--- src/ihlt_pkg.sv ---
package ihlt_pkg;

  localparam int MAX_ENTRIES = 16;
  localparam int ADDR_W = (MAX_ENTRIES > 1) ? $clog2(MAX_ENTRIES) : 1;
  localparam int CNT_W = $clog2(MAX_ENTRIES + 1);

  localparam int FUNC_W = 2;
  localparam int ID_W = 10;
  localparam int TAG_W = 32;
  localparam int WORD_W = 32;
  localparam int ST_W = 3;

  localparam logic [FUNC_W-1:0] FN_REGISTER = 2'd0;
  localparam logic [FUNC_W-1:0] FN_UNREGISTER = 2'd1;
  localparam logic [FUNC_W-1:0] FN_DISPATCH = 2'd2;

  localparam logic [ST_W-1:0] ST_OK = 3'd0;
  localparam logic [ST_W-1:0] ST_NULL = 3'd1;
  localparam logic [ST_W-1:0] ST_FULL = 3'd2;
  localparam logic [ST_W-1:0] ST_NOT_FOUND = 3'd3;
  localparam logic [ST_W-1:0] ST_SPURIOUS = 3'd4;

  localparam logic [ID_W-1:0] SPURIOUS_ID = 10'h3FF;

  typedef struct packed {
    logic [ID_W-1:0] id;
    logic [TAG_W-1:0] tag;
  } entry_t;

  localparam int ENTRY_W = $bits(entry_t);

  typedef struct packed {
    logic we;
    logic [ADDR_W-1:0] waddr;
    entry_t wdata;
    logic [ADDR_W-1:0] raddr;
  } ram_req_t;

  typedef struct packed {
    logic [ST_W-1:0] status;
    logic [TAG_W-1:0] found_tag;
    logic eoi_valid;
    logic [WORD_W-1:0] eoi_word;
  } res_t;

endpackage

--- src/ihlt_ram.sv ---
module ihlt_ram #(
  parameter int WIDTH = 8,
  parameter int DEPTH = 16,
  localparam int AW = (DEPTH > 1) ? $clog2(DEPTH) : 1
) (
  input  logic             clk,
  input  logic             we,
  input  logic [AW-1:0]    waddr,
  input  logic [WIDTH-1:0] wdata,
  input  logic [AW-1:0]    raddr,
  output logic [WIDTH-1:0] rdata
);

  logic [WIDTH-1:0] mem [DEPTH];

  always_ff @(posedge clk) begin
    if (we) begin
      mem[waddr] <= wdata;
    end
    rdata <= mem[raddr];
  end

endmodule

--- src/ihlt_ctrl.sv ---
module ihlt_ctrl (
  input  logic                     clk,
  input  logic                     rst,
  input  logic                     in_valid,
  output logic                     in_stall,
  input  logic [1:0]               func,
  input  logic [9:0]               intid,
  input  logic [31:0]              handler_tag,
  input  logic [31:0]              ack_word,
  output ihlt_pkg::ram_req_t       ram_req,
  input  ihlt_pkg::entry_t         ram_rdata,
  output logic                     res_valid,
  input  logic                     res_ready,
  output ihlt_pkg::res_t           res
);

  import ihlt_pkg::*;

  localparam logic [2:0] S_IDLE = 3'd0;
  localparam logic [2:0] S_SEARCH = 3'd1;
  localparam logic [2:0] S_MOVE_RD = 3'd2;
  localparam logic [2:0] S_MOVE_WR = 3'd3;
  localparam logic [2:0] S_FINISH = 3'd4;

  logic [2:0] state, state_next;
  logic [CNT_W-1:0] count, count_next;
  logic [CNT_W-1:0] idx, idx_next;
  logic pv, pv_next;
  logic [ADDR_W-1:0] pidx, pidx_next;
  logic [ADDR_W-1:0] slot, slot_next;
  logic [FUNC_W-1:0] op, op_next;
  logic [ID_W-1:0] key, key_next;
  logic [TAG_W-1:0] tag, tag_next;
  logic [WORD_W-1:0] ack, ack_next;
  res_t res_next;

  logic accept;
  logic rd_en;
  logic hit;

  assign in_stall = (state != S_IDLE);
  assign accept = in_valid && !in_stall;
  assign res_valid = (state == S_FINISH);

  // The one comparator: the entry read last cycle against the search key.
  assign rd_en = (state == S_SEARCH) && (idx < count);
  assign hit = pv && (ram_rdata.id == key);

  always_comb begin
    state_next = state;
    count_next = count;
    idx_next = idx;
    pv_next = 1'b0;
    pidx_next = pidx;
    slot_next = slot;
    op_next = op;
    key_next = key;
    tag_next = tag;
    ack_next = ack;
    res_next = res;
    ram_req.we = 1'b0;
    ram_req.waddr = pidx;
    ram_req.wdata = '{id: key, tag: tag};
    ram_req.raddr = idx[ADDR_W-1:0];

    unique case (state)
      S_IDLE: begin
        if (accept) begin
          op_next = func;
          tag_next = handler_tag;
          ack_next = ack_word;
          key_next = (func == FN_DISPATCH) ? ack_word[ID_W-1:0] : intid;
          idx_next = '0;
          res_next = '0;
          state_next = S_SEARCH;
          unique case (func)
            FN_REGISTER: begin
              if (handler_tag == '0) begin
                res_next.status = ST_NULL;
                state_next = S_FINISH;
              end
            end
            FN_UNREGISTER: begin
            end
            FN_DISPATCH: begin
              if (ack_word[ID_W-1:0] == SPURIOUS_ID) begin
                res_next.status = ST_SPURIOUS;
                state_next = S_FINISH;
              end
            end
            default: begin
              state_next = S_FINISH;
            end
          endcase
        end
      end

      S_SEARCH: begin
        // Reads run one entry ahead of the compare.
        pv_next = rd_en;
        pidx_next = idx[ADDR_W-1:0];
        idx_next = idx + CNT_W'(rd_en);
        if (hit) begin
          pv_next = 1'b0;
          unique case (op)
            FN_REGISTER: begin
              ram_req.we = 1'b1;
              ram_req.waddr = pidx;
              state_next = S_FINISH;
            end
            FN_UNREGISTER: begin
              count_next = count - CNT_W'(1);
              slot_next = pidx;
              state_next = S_MOVE_RD;
            end
            default: begin
              res_next.found_tag = ram_rdata.tag;
              res_next.eoi_valid = 1'b1;
              res_next.eoi_word = ack;
              state_next = S_FINISH;
            end
          endcase
        end else if (!pv && !rd_en) begin
          state_next = S_FINISH;
          unique case (op)
            FN_REGISTER: begin
              if (count == CNT_W'(MAX_ENTRIES)) begin
                res_next.status = ST_FULL;
              end else begin
                ram_req.we = 1'b1;
                ram_req.waddr = count[ADDR_W-1:0];
                count_next = count + CNT_W'(1);
              end
            end
            FN_UNREGISTER: begin
              res_next.status = ST_NOT_FOUND;
            end
            default: begin
              res_next.status = ST_NOT_FOUND;
              res_next.eoi_valid = 1'b1;
              res_next.eoi_word = ack;
            end
          endcase
        end
      end

      S_MOVE_RD: begin
        // Count was already decremented, so it now points at the last entry.
        ram_req.raddr = count[ADDR_W-1:0];
        state_next = S_MOVE_WR;
      end

      S_MOVE_WR: begin
        ram_req.we = 1'b1;
        ram_req.waddr = slot;
        ram_req.wdata = ram_rdata;
        state_next = S_FINISH;
      end

      S_FINISH: begin
        if (res_ready) begin
          state_next = S_IDLE;
        end
      end

      default: begin
        state_next = S_IDLE;
      end
    endcase
  end

  always_ff @(posedge clk) begin
    if (rst) begin
      state <= S_IDLE;
      count <= '0;
      pv <= 1'b0;
    end else begin
      state <= state_next;
      count <= count_next;
      pv <= pv_next;
    end
    idx <= idx_next;
    pidx <= pidx_next;
    slot <= slot_next;
    op <= op_next;
    key <= key_next;
    tag <= tag_next;
    ack <= ack_next;
    res <= res_next;
  end

endmodule

--- src/interrupt_handler_lookup_table_unit.sv ---
// Channel  Handshake            Word
// in       in_valid / in_stall  func, intid, handler_tag, ack_word
// out      out_valid / out_stall status, found_tag, eoi_valid, eoi_word
//
// An item holds the block from acceptance until its result word enters the output register,
// longer while a full output register is stalled. The table is scanned one entry per cycle
// through the single read port of the entry RAM; an unregister that finds its entry then
// passes S_MOVE_RD and S_MOVE_WR to move the last entry into the freed slot. Reset empties
// the table at once (count only).
// A stalled output holds its word; the next item may be taken while it waits.
module interrupt_handler_lookup_table_unit (
  input  logic        clk,
  input  logic        rst,
  input  logic        in_valid,
  output logic        in_stall,
  input  logic [1:0]  func,
  input  logic [9:0]  intid,
  input  logic [31:0] handler_tag,
  input  logic [31:0] ack_word,
  output logic        out_valid,
  input  logic        out_stall,
  output logic [2:0]  status,
  output logic [31:0] found_tag,
  output logic        eoi_valid,
  output logic [31:0] eoi_word
);

  import ihlt_pkg::*;

  ram_req_t ram_req;
  logic [ENTRY_W-1:0] rdata_raw;
  entry_t ram_rdata;
  logic res_valid;
  logic res_ready;
  res_t res;
  logic load;

  assign ram_rdata = entry_t'(rdata_raw);

  ihlt_ram #(
    .WIDTH(ENTRY_W),
    .DEPTH(MAX_ENTRIES)
  ) u_ram (
    .clk(clk),
    .we(ram_req.we),
    .waddr(ram_req.waddr),
    .wdata(ENTRY_W'(ram_req.wdata)),
    .raddr(ram_req.raddr),
    .rdata(rdata_raw)
  );

  ihlt_ctrl u_ctrl (
    .clk(clk),
    .rst(rst),
    .in_valid(in_valid),
    .in_stall(in_stall),
    .func(func),
    .intid(intid),
    .handler_tag(handler_tag),
    .ack_word(ack_word),
    .ram_req(ram_req),
    .ram_rdata(ram_rdata),
    .res_valid(res_valid),
    .res_ready(res_ready),
    .res(res)
  );

  assign res_ready = !out_valid || !out_stall;
  assign load = res_valid && res_ready;

  always_ff @(posedge clk) begin
    if (rst) begin
      out_valid <= 1'b0;
    end else begin
      out_valid <= load || (out_valid && out_stall);
    end
    if (load) begin
      status <= res.status;
      found_tag <= res.found_tag;
      eoi_valid <= res.eoi_valid;
      eoi_word <= res.eoi_word;
    end
  end

endmodule

--- config.mk ---
export PLATFORM = sky130hd
export DESIGN_NAME = interrupt_handler_lookup_table_unit
export DESIGN_NICKNAME = d
export VERILOG_FILES = /design/src/ihlt_pkg.sv /design/src/ihlt_ram.sv /design/src/ihlt_ctrl.sv /design/src/interrupt_handler_lookup_table_unit.sv
export SDC_FILE = /design/constraint.sdc
export NUM_CORES = 1
export LEC_CHECK = 0
export BUFFER_PORTS_ARGS = -buffer_cell sky130_fd_sc_hd__buf_4
export CAP_MARGIN = 20
export CORE_MARGIN = 5
export CORE_UTILIZATION = 30
export DETAILED_ROUTE_END_ITERATION = 10
export HOLD_SLACK_MARGIN = 0.15
export PLACE_DENSITY = 0.49
export SYNTH_ARGS = -nofsm -noshare
export SYNTH_HDL_FRONTEND = slang
export SYNTH_SLANG_ARGS = --single-unit
--- constraint.sdc ---
create_clock -name clk -period 6.3 [get_ports clk]
set_input_delay 0.315 -clock clk [delete_from_list [all_inputs] [get_ports clk]]
set_output_delay 0.315 -clock clk [all_outputs]
set_load 0.005 [all_outputs]
==> flow_metrics.tcl, run 1 <==
set metrics [dict create \
    status "finished, final reports clean" \
    dieWidth_um 352 \
    p_seq_share_pct 49.6 \
    io_buffer_count 149 \
    place_congestion 0.768 \
    placed_cells 3275 \
    hpwl_um 52900 \
    synth-seq-cells 949 \
    yosys.area.top_type "edfxtp_1" \
    layout_min_cycle_time_ps 4720 \
    critical_path_class "register to register" \
    crit_fanout 22 \
    firstDrtPassIters 7 \
    yosysSeqAreaShare_pct 79.8 \
    clkTransAtPathRegs_ps 60 \
    clk_latency_ps 650 \
    wire_per_inst_um 24.5 \
    die_y_um 352 \
    grt_pass1_wl_um 127000 \
    grt-ovfl-total 0 \
    powerDensity_mw_per_mm2 357 \
    instances_no_fill 3537 \
    p_int_mw 11.5 \
    synth_common_cells "edfxtp_1 (897), mux4_2 (168), a22oi_1 (84)" \
    synth_area_mm2 0.0351 \
    max_cap_violations 0 \
    required_ps 6640 \
    tightest_slew_ps 1010 \
    power_switching_mw 3.66 \
    synth_top_area_share_pct 76.8 \
    via_count 16800 \
    p_total_mw 15.2 \
    htree_levels 3 \
    area_growth_pct 21.3 \
    pwr-share-clk_pct 38.3 \
    rsz0062_at_grt "false" \
    antenna_found_initial 3 \
    nFillCells 10600 \
    die-area_mm2 0.124 \
    critPathArrivalTime_ps 5050 \
    cts_tree "yes" \
    numCtsBuffers 97 \
    synthFlopType "edfxtp_1" \
    clockBufferDepth 3 \
    grt_max_degree 98 \
    ys_top_cells_by_area "edfxtp_1 (77%), mux4_2 (11%), dfxtp_1 (3.0%), a22oi_1 (1.8%), mux2_2 (1.7%)" \
    drive_gt1_share_pct 29.6 \
    vdd_drop_max_mv 0.196 \
    post-route-period-util_pct 74.8 \
    comb_power_share_pct 12.1 \
    synthDistinctLibCells 50 \
    clock-root-buffer "clkbuf_16" \
    fp-row-count 125 \
    cts_num_sinks 949 \
    syn-instance-count 1628 \
    start_util_pct 30.2 \
    swShare_pct 24.1 \
    grt_use_total_pct 13.8 \
    fin_nets 2019 \
    ys_async_sr_fraction_pct 0 \
    cp-start-kind "register" \
    hold_violations 0 \
    synth_nets 1718 \
    fin_skew_ps 26.5 \
    ant_nets 0 \
    slew_violations 0 \
    wirelength_um 86600 \
    yosysWarnings 0 \
    hold_ws_ps 272 \
    cts_resized 0 \
    grt_pass1_vias 17800 \
    finalWorstSetupSlack_ps 1580 \
    setup_viol 0 \
    synth_edf_count 897 \
    fin_setup_tns_ps 0 \
    yosysMostFrequentCell "edfxtp_1" \
    ioPinCount 150 \
    post-place-ws_ps 1620 \
    fmax_mhz 212 \
    p_leak_nw 13.9 \
    design.core.area_mm2 0.116 \
    via_per_inst 4.76 \
    avgSynthCellArea_um2 21.5 \
    cp-end-kind "register" \
    cts_hold_buf 79 \
    post_cts_buffers 0 \
    min_path_type "primary input to register" \
    slew_headroom_pct 31.1 \
    drc 0 \
    first_iter_violations 1200 \
]
-- area by class of cell --
type	instances	area (um^2)	share of cell area [%]
flip-flops and latches	949	28000	65.8
well taps	1524	1910	4.48
inverters	11	43.8	0.103
repair buffers	272	2370	5.58
clock buffers	123	2610	6.13
clock inverters	58	634	1.49
multi-input cells	598	6990	16.4
diodes	2	5.00	0.0118
-- routing by layer --
metal,part of all wire [%],vias up,global-route usage [%]
li1,-,7320,-
met1,45,8943,19.1
met2,47,464,22.4
met3,5.6,113,2.60
met4,2.1,0,3.54
met5,0,-,0
-- sequential cells by signal, summed over array words and instances (netlist names), 5 cells and up --
| register | flops |
|---|---|
| eoi_word | 32 |
| found_tag | 32 |
| u_ctrl.ack | 32 |
| u_ctrl.count | 5 |
| u_ctrl.idx | 5 |
| u_ctrl.key | 10 |
| u_ctrl.res | 68 |
| u_ctrl.tag | 32 |
| u_ram.mem | 672 |
| u_ram.rdata | 42 |
-- critical path, stage by stage (launching register included) --
cell,delay (ps)
dfxtp_1,530
nor2b_1,550
nand2_1,400
inv_2,160
nand2_1,70
a31oi_1,350
nor3_1,150
a311oi_1,600
nand3_1,500
nor2_4,810
buf_12,260
-- worst paths after layout --
path                                                    from                      endpoint  slack (ps)  cells after the start
worst min register to register  u_ctrl.res[64]$_SDFFCE_PN0P_       found_tag[31]$_DFFE_PP_         420                      0
worst max register to register  u_ctrl.state[0]$_SDFFE_PP0P_     u_ram.mem[9][3]$_DFFE_PP_        1580                     10
worst max-delay path            u_ctrl.state[0]$_SDFFE_PP0P_     u_ram.mem[9][3]$_DFFE_PP_        1580                     10
worst min-delay path                                in_valid  u_ctrl.state[0]$_SDFFE_PP0P_         270                      5
-- cells by family (layout without fill, tap and decap cells) --
logic type	after synthesis	in the layout	synth area share (%)
flops	949	949	79.8
other cells	0	2	0
simple gates	216	216	3.14
xor+xnor	17	17	0.425
fa+ha+maj	10	10	0.378
buf+inv	81	464	0.928
compound gates	125	125	2.61
mux	230	230	12.8
-- layout by cell type (no fill, tap or decap), types with 6 or more instances in the layout --
master           n
a21oi_1          7
a22oi_1         84
and2_1          66
buf_12           9
buf_4          183
bufinv_16       12
clkbuf_1        19
clkbuf_16       98
clkbuf_8         6
clkinv_1        13
clkinv_2        24
dfxtp_1         52
dlygate4sd3_1   79
edfxtp_1       897
ha_1             9
inv_1            8
mux2_2          54
mux4_2         168
nand2_1         63
nand4_1          6
nor2_1          21
nor2_4          20
nor4_1           9
xnor2_1         15
-- per-stage QoR --
stage / cell area (um^2) / utilization [%]
CTS: 42500 / 36.6
finish: 42500 / 36.6
global route: 42500 / 36.6
floorplan: 35100 / -
global placement: 38500 / 33.1
detailed placement: 38500 / 33.1
-- power groups by stage --
stage	registers [mW]	logic [mW]	clock network, mW
floorplan	7.60	1.10	0
global placement	7.67	1.82	0
detailed placement	7.67	1.84	0
CTS	7.54	1.89	5.99
global route	7.57	1.98	6.25
finish	7.53	1.84	5.83
(Power assumes the default switching activity.)
==> run 2, diff against run 1 <==
- ABC_AREA: unset -> 1
- PLACE_DENSITY: 0.49 -> 0.5
- clock period: 6.3 -> 3.9 ns (I/O delays scaled with it)
==> flow_metrics.tcl, run 2 <==
set metrics [dict create \
    grt-ovfl-total 0 \
    tightest_slew_ps 971 \
    die_y_um 361 \
    first_iter_violations 1909 \
    max_cap_violations 0 \
    post-place-ws_ps 572 \
    yosysWarnings 0 \
    wirelength_um 101000 \
    drive_gt1_share_pct 14.8 \
    htree_levels 3 \
    fin_area_mm2 0.0449 \
    synthDistinctLibCells 34 \
    p_leak_nw 16.0 \
    final_core_util_pct 36.8 \
    slew_headroom_pct 35.0 \
    synth_edf_count 897 \
    place_congestion 0.798 \
    hold_ws_ps 247 \
    fmax_mhz 305 \
    numCtsBuffers 99 \
    via_count 22700 \
    firstDrtPassIters 5 \
    area_growth_pct 21.8 \
    clock-root-buffer "clkbuf_16" \
    min_path_type "primary input to register" \
    largest_register_ff_count 672 \
    critical_path_class "register to register" \
    ys_top_cells_by_area "edfxtp_1 (73%), o21ai_0 (4.9%), o211ai_1 (3.9%), nor2_1 (3.4%), dfxtp_1 (2.8%)" \
    synth_nets 2866 \
    grt_use_total_pct 15.1 \
    hpwl_um 59600 \
    largest_register "u_ram.mem" \
    finalWorstSetupSlack_ps 616 \
    post_cts_buffers 0 \
    p_total_mw 25.2 \
    design.core.area_mm2 0.122 \
    placed_cells 4521 \
    cts_resized 0 \
    grt_max_degree 106 \
    drc 0 \
    clkTransAtPathRegs_ps 60 \
    antenna_found_initial 3 \
    cts_hold_buf 81 \
    crit_path_top_delay_cell "edfxtp_1" \
    crit_fanout 25 \
    min_path_cells 2 \
    wire_per_inst_um 21.0 \
    ioPinCount 150 \
    p_seq_share_pct 47.9 \
    dieWidth_um 361 \
    slew_violations 0 \
    avgSynthCellArea_um2 13.3 \
    yosys.area.top_type "edfxtp_1" \
    largest_registers "u_ram.mem x672, u_ctrl.res x68, u_ram.rdata x42" \
    layout_min_cycle_time_ps 3280 \
    cts_tree "yes" \
    p_int_mw 18.4 \
    required_ps 4210 \
    fp-row-count 128 \
    syn-instance-count 2776 \
    power_switching_mw 6.73 \
    rsz0062_at_grt "false" \
    nFillCells 11600 \
    clockBufferDepth 3 \
    io_buffer_count 149 \
    clk_latency_ps 670 \
    fin_nets 3169 \
    placedInstanceArea_mm2 0.0408 \
    comb_power_share_pct 14.7 \
    final_common_cell "edfxtp_1" \
    synth_area_mm2 0.0369 \
    grt_pass1_wl_um 149000 \
    ys_async_sr_fraction_pct 0 \
    synth-seq-cells 949 \
    hold_violations 0 \
    yosysMostFrequentCell "edfxtp_1" \
    cp-start-kind "register" \
    post-route-period-util_pct 84.2 \
    fin_setup_tns_ps 0 \
    synthFlopType "edfxtp_1" \
    yosysSeqAreaShare_pct 75.9 \
    max_stage_delay_ps 480 \
    critPathArrivalTime_ps 3590 \
    setup_viol 0 \
    swShare_pct 26.8 \
    r2r_cells 12 \
    status "finished, final reports clean" \
    die-area_mm2 0.130 \
    ant_nets 0 \
    fin_skew_ps 26.6 \
    pwr-share-clk_pct 37.4 \
    via_per_inst 4.74 \
    grt_pass1_vias 22300 \
    synth_top_area_share_pct 73.1 \
    powerDensity_mw_per_mm2 560 \
    cp-end-kind "register" \
    vdd_drop_max_mv 0.309 \
    most-common-layout-cells "edfxtp_1 (897), o21ai_0 (354), nor2_1 (311)" \
    cts_num_sinks 949 \
    synth_common_cells "edfxtp_1 (897), o21ai_0 (358), nor2_1 (329)" \
    start_util_pct 30.2 \
    instances_no_fill 4790 \
    worstPathCellList "ha_1 -> nand2_1 -> nor2_1 -> nand2_1 -> nand3_2 -> nand3_1 -> o21ai_0 -> nor2_1 -> nor2_1 -> nand2_1 -> nor2_4 -> buf_4" \
]
run 2: cell type report:
| class | instances | area (um^2) | share of cell area [%] |
|---|---|---|---|
| Multi-Input combinational cell | 1410 | 7340 | 16.3 |
| Timing Repair Buffer | 357 | 3310 | 7.36 |
| Tap cell | 1625 | 2030 | 4.53 |
| Clock inverter | 62 | 642 | 1.43 |
| Inverter | 262 | 987 | 2.20 |
| Clock buffer | 123 | 2610 | 5.81 |
| Sequential cell | 949 | 28000 | 62.3 |
| Antenna cell | 2 | 5.00 | 0.0111 |
run 2: cell families (layout without fill, tap and decap cells):
family,count (synthesis),count (layout),synth area share (%)
AOI/OAI and AO/OA,704,704,11.2
xor gates and xnor gates,6,6,0.143
adders and majority gates,10,10,0.360
buffers and inverters,417,804,4.71
DFF,949,949,75.9
muxes,8,8,0.244
other,0,2,0
and+or+nand+nor,682,682,7.41
run 2: power groups by stage:
| stage | Clock [mW] | Sequential (mW) | Combinational, mW |
|---|---|---|---|
| 3_5_place_dp | 0 | 12.3 | 3.66 |
| 4_1_cts | 9.61 | 12.1 | 3.74 |
| 5_1_grt | 10.1 | 12.1 | 4.09 |
| 3_3_place_gp | 0 | 12.3 | 3.66 |
| 6_report | 9.40 | 12.1 | 3.70 |
| 2_1_floorplan | 0 | 12.2 | 2.05 |
run 2: final timing paths:
check	slack [ps]	to	from
setup / recovery	620	u_ram.mem[8][26]$_DFFE_PP_	u_ctrl.idx[2]$_SDFFCE_PN0P_
hold / removal	250	u_ctrl.ack[18]$_DFFE_PP_	ack_word[18]
setup reg to reg	620	u_ram.mem[8][26]$_DFFE_PP_	u_ctrl.idx[2]$_SDFFCE_PN0P_
hold reg to reg	410	found_tag[13]$_DFFE_PP_	u_ctrl.res[46]$_SDFFCE_PN0P_
run 2: worst max-delay path: cells and delay by family, from the launching register on:
family | cells | cell delay, ps
compound gates | 1 | 390
fa+ha+maj | 1 | 350
buf+inv | 1 | 410
flops | 1 | 480
simple gates | 9 | 1290
run 2: layer usage:
| metal | track usage (%) | share of wire (%) | up-vias |
|---|---|---|---|
| met2 | 23.6 | 45 | 643 |
| li1 | - | - | 10600 |
| met1 | 21.8 | 47 | 11300 |
| met3 | 2.65 | 5.9 | 121 |
| met4 | 3.85 | 2.0 | 2 |
| met5 | 0 | 0.013 | - |
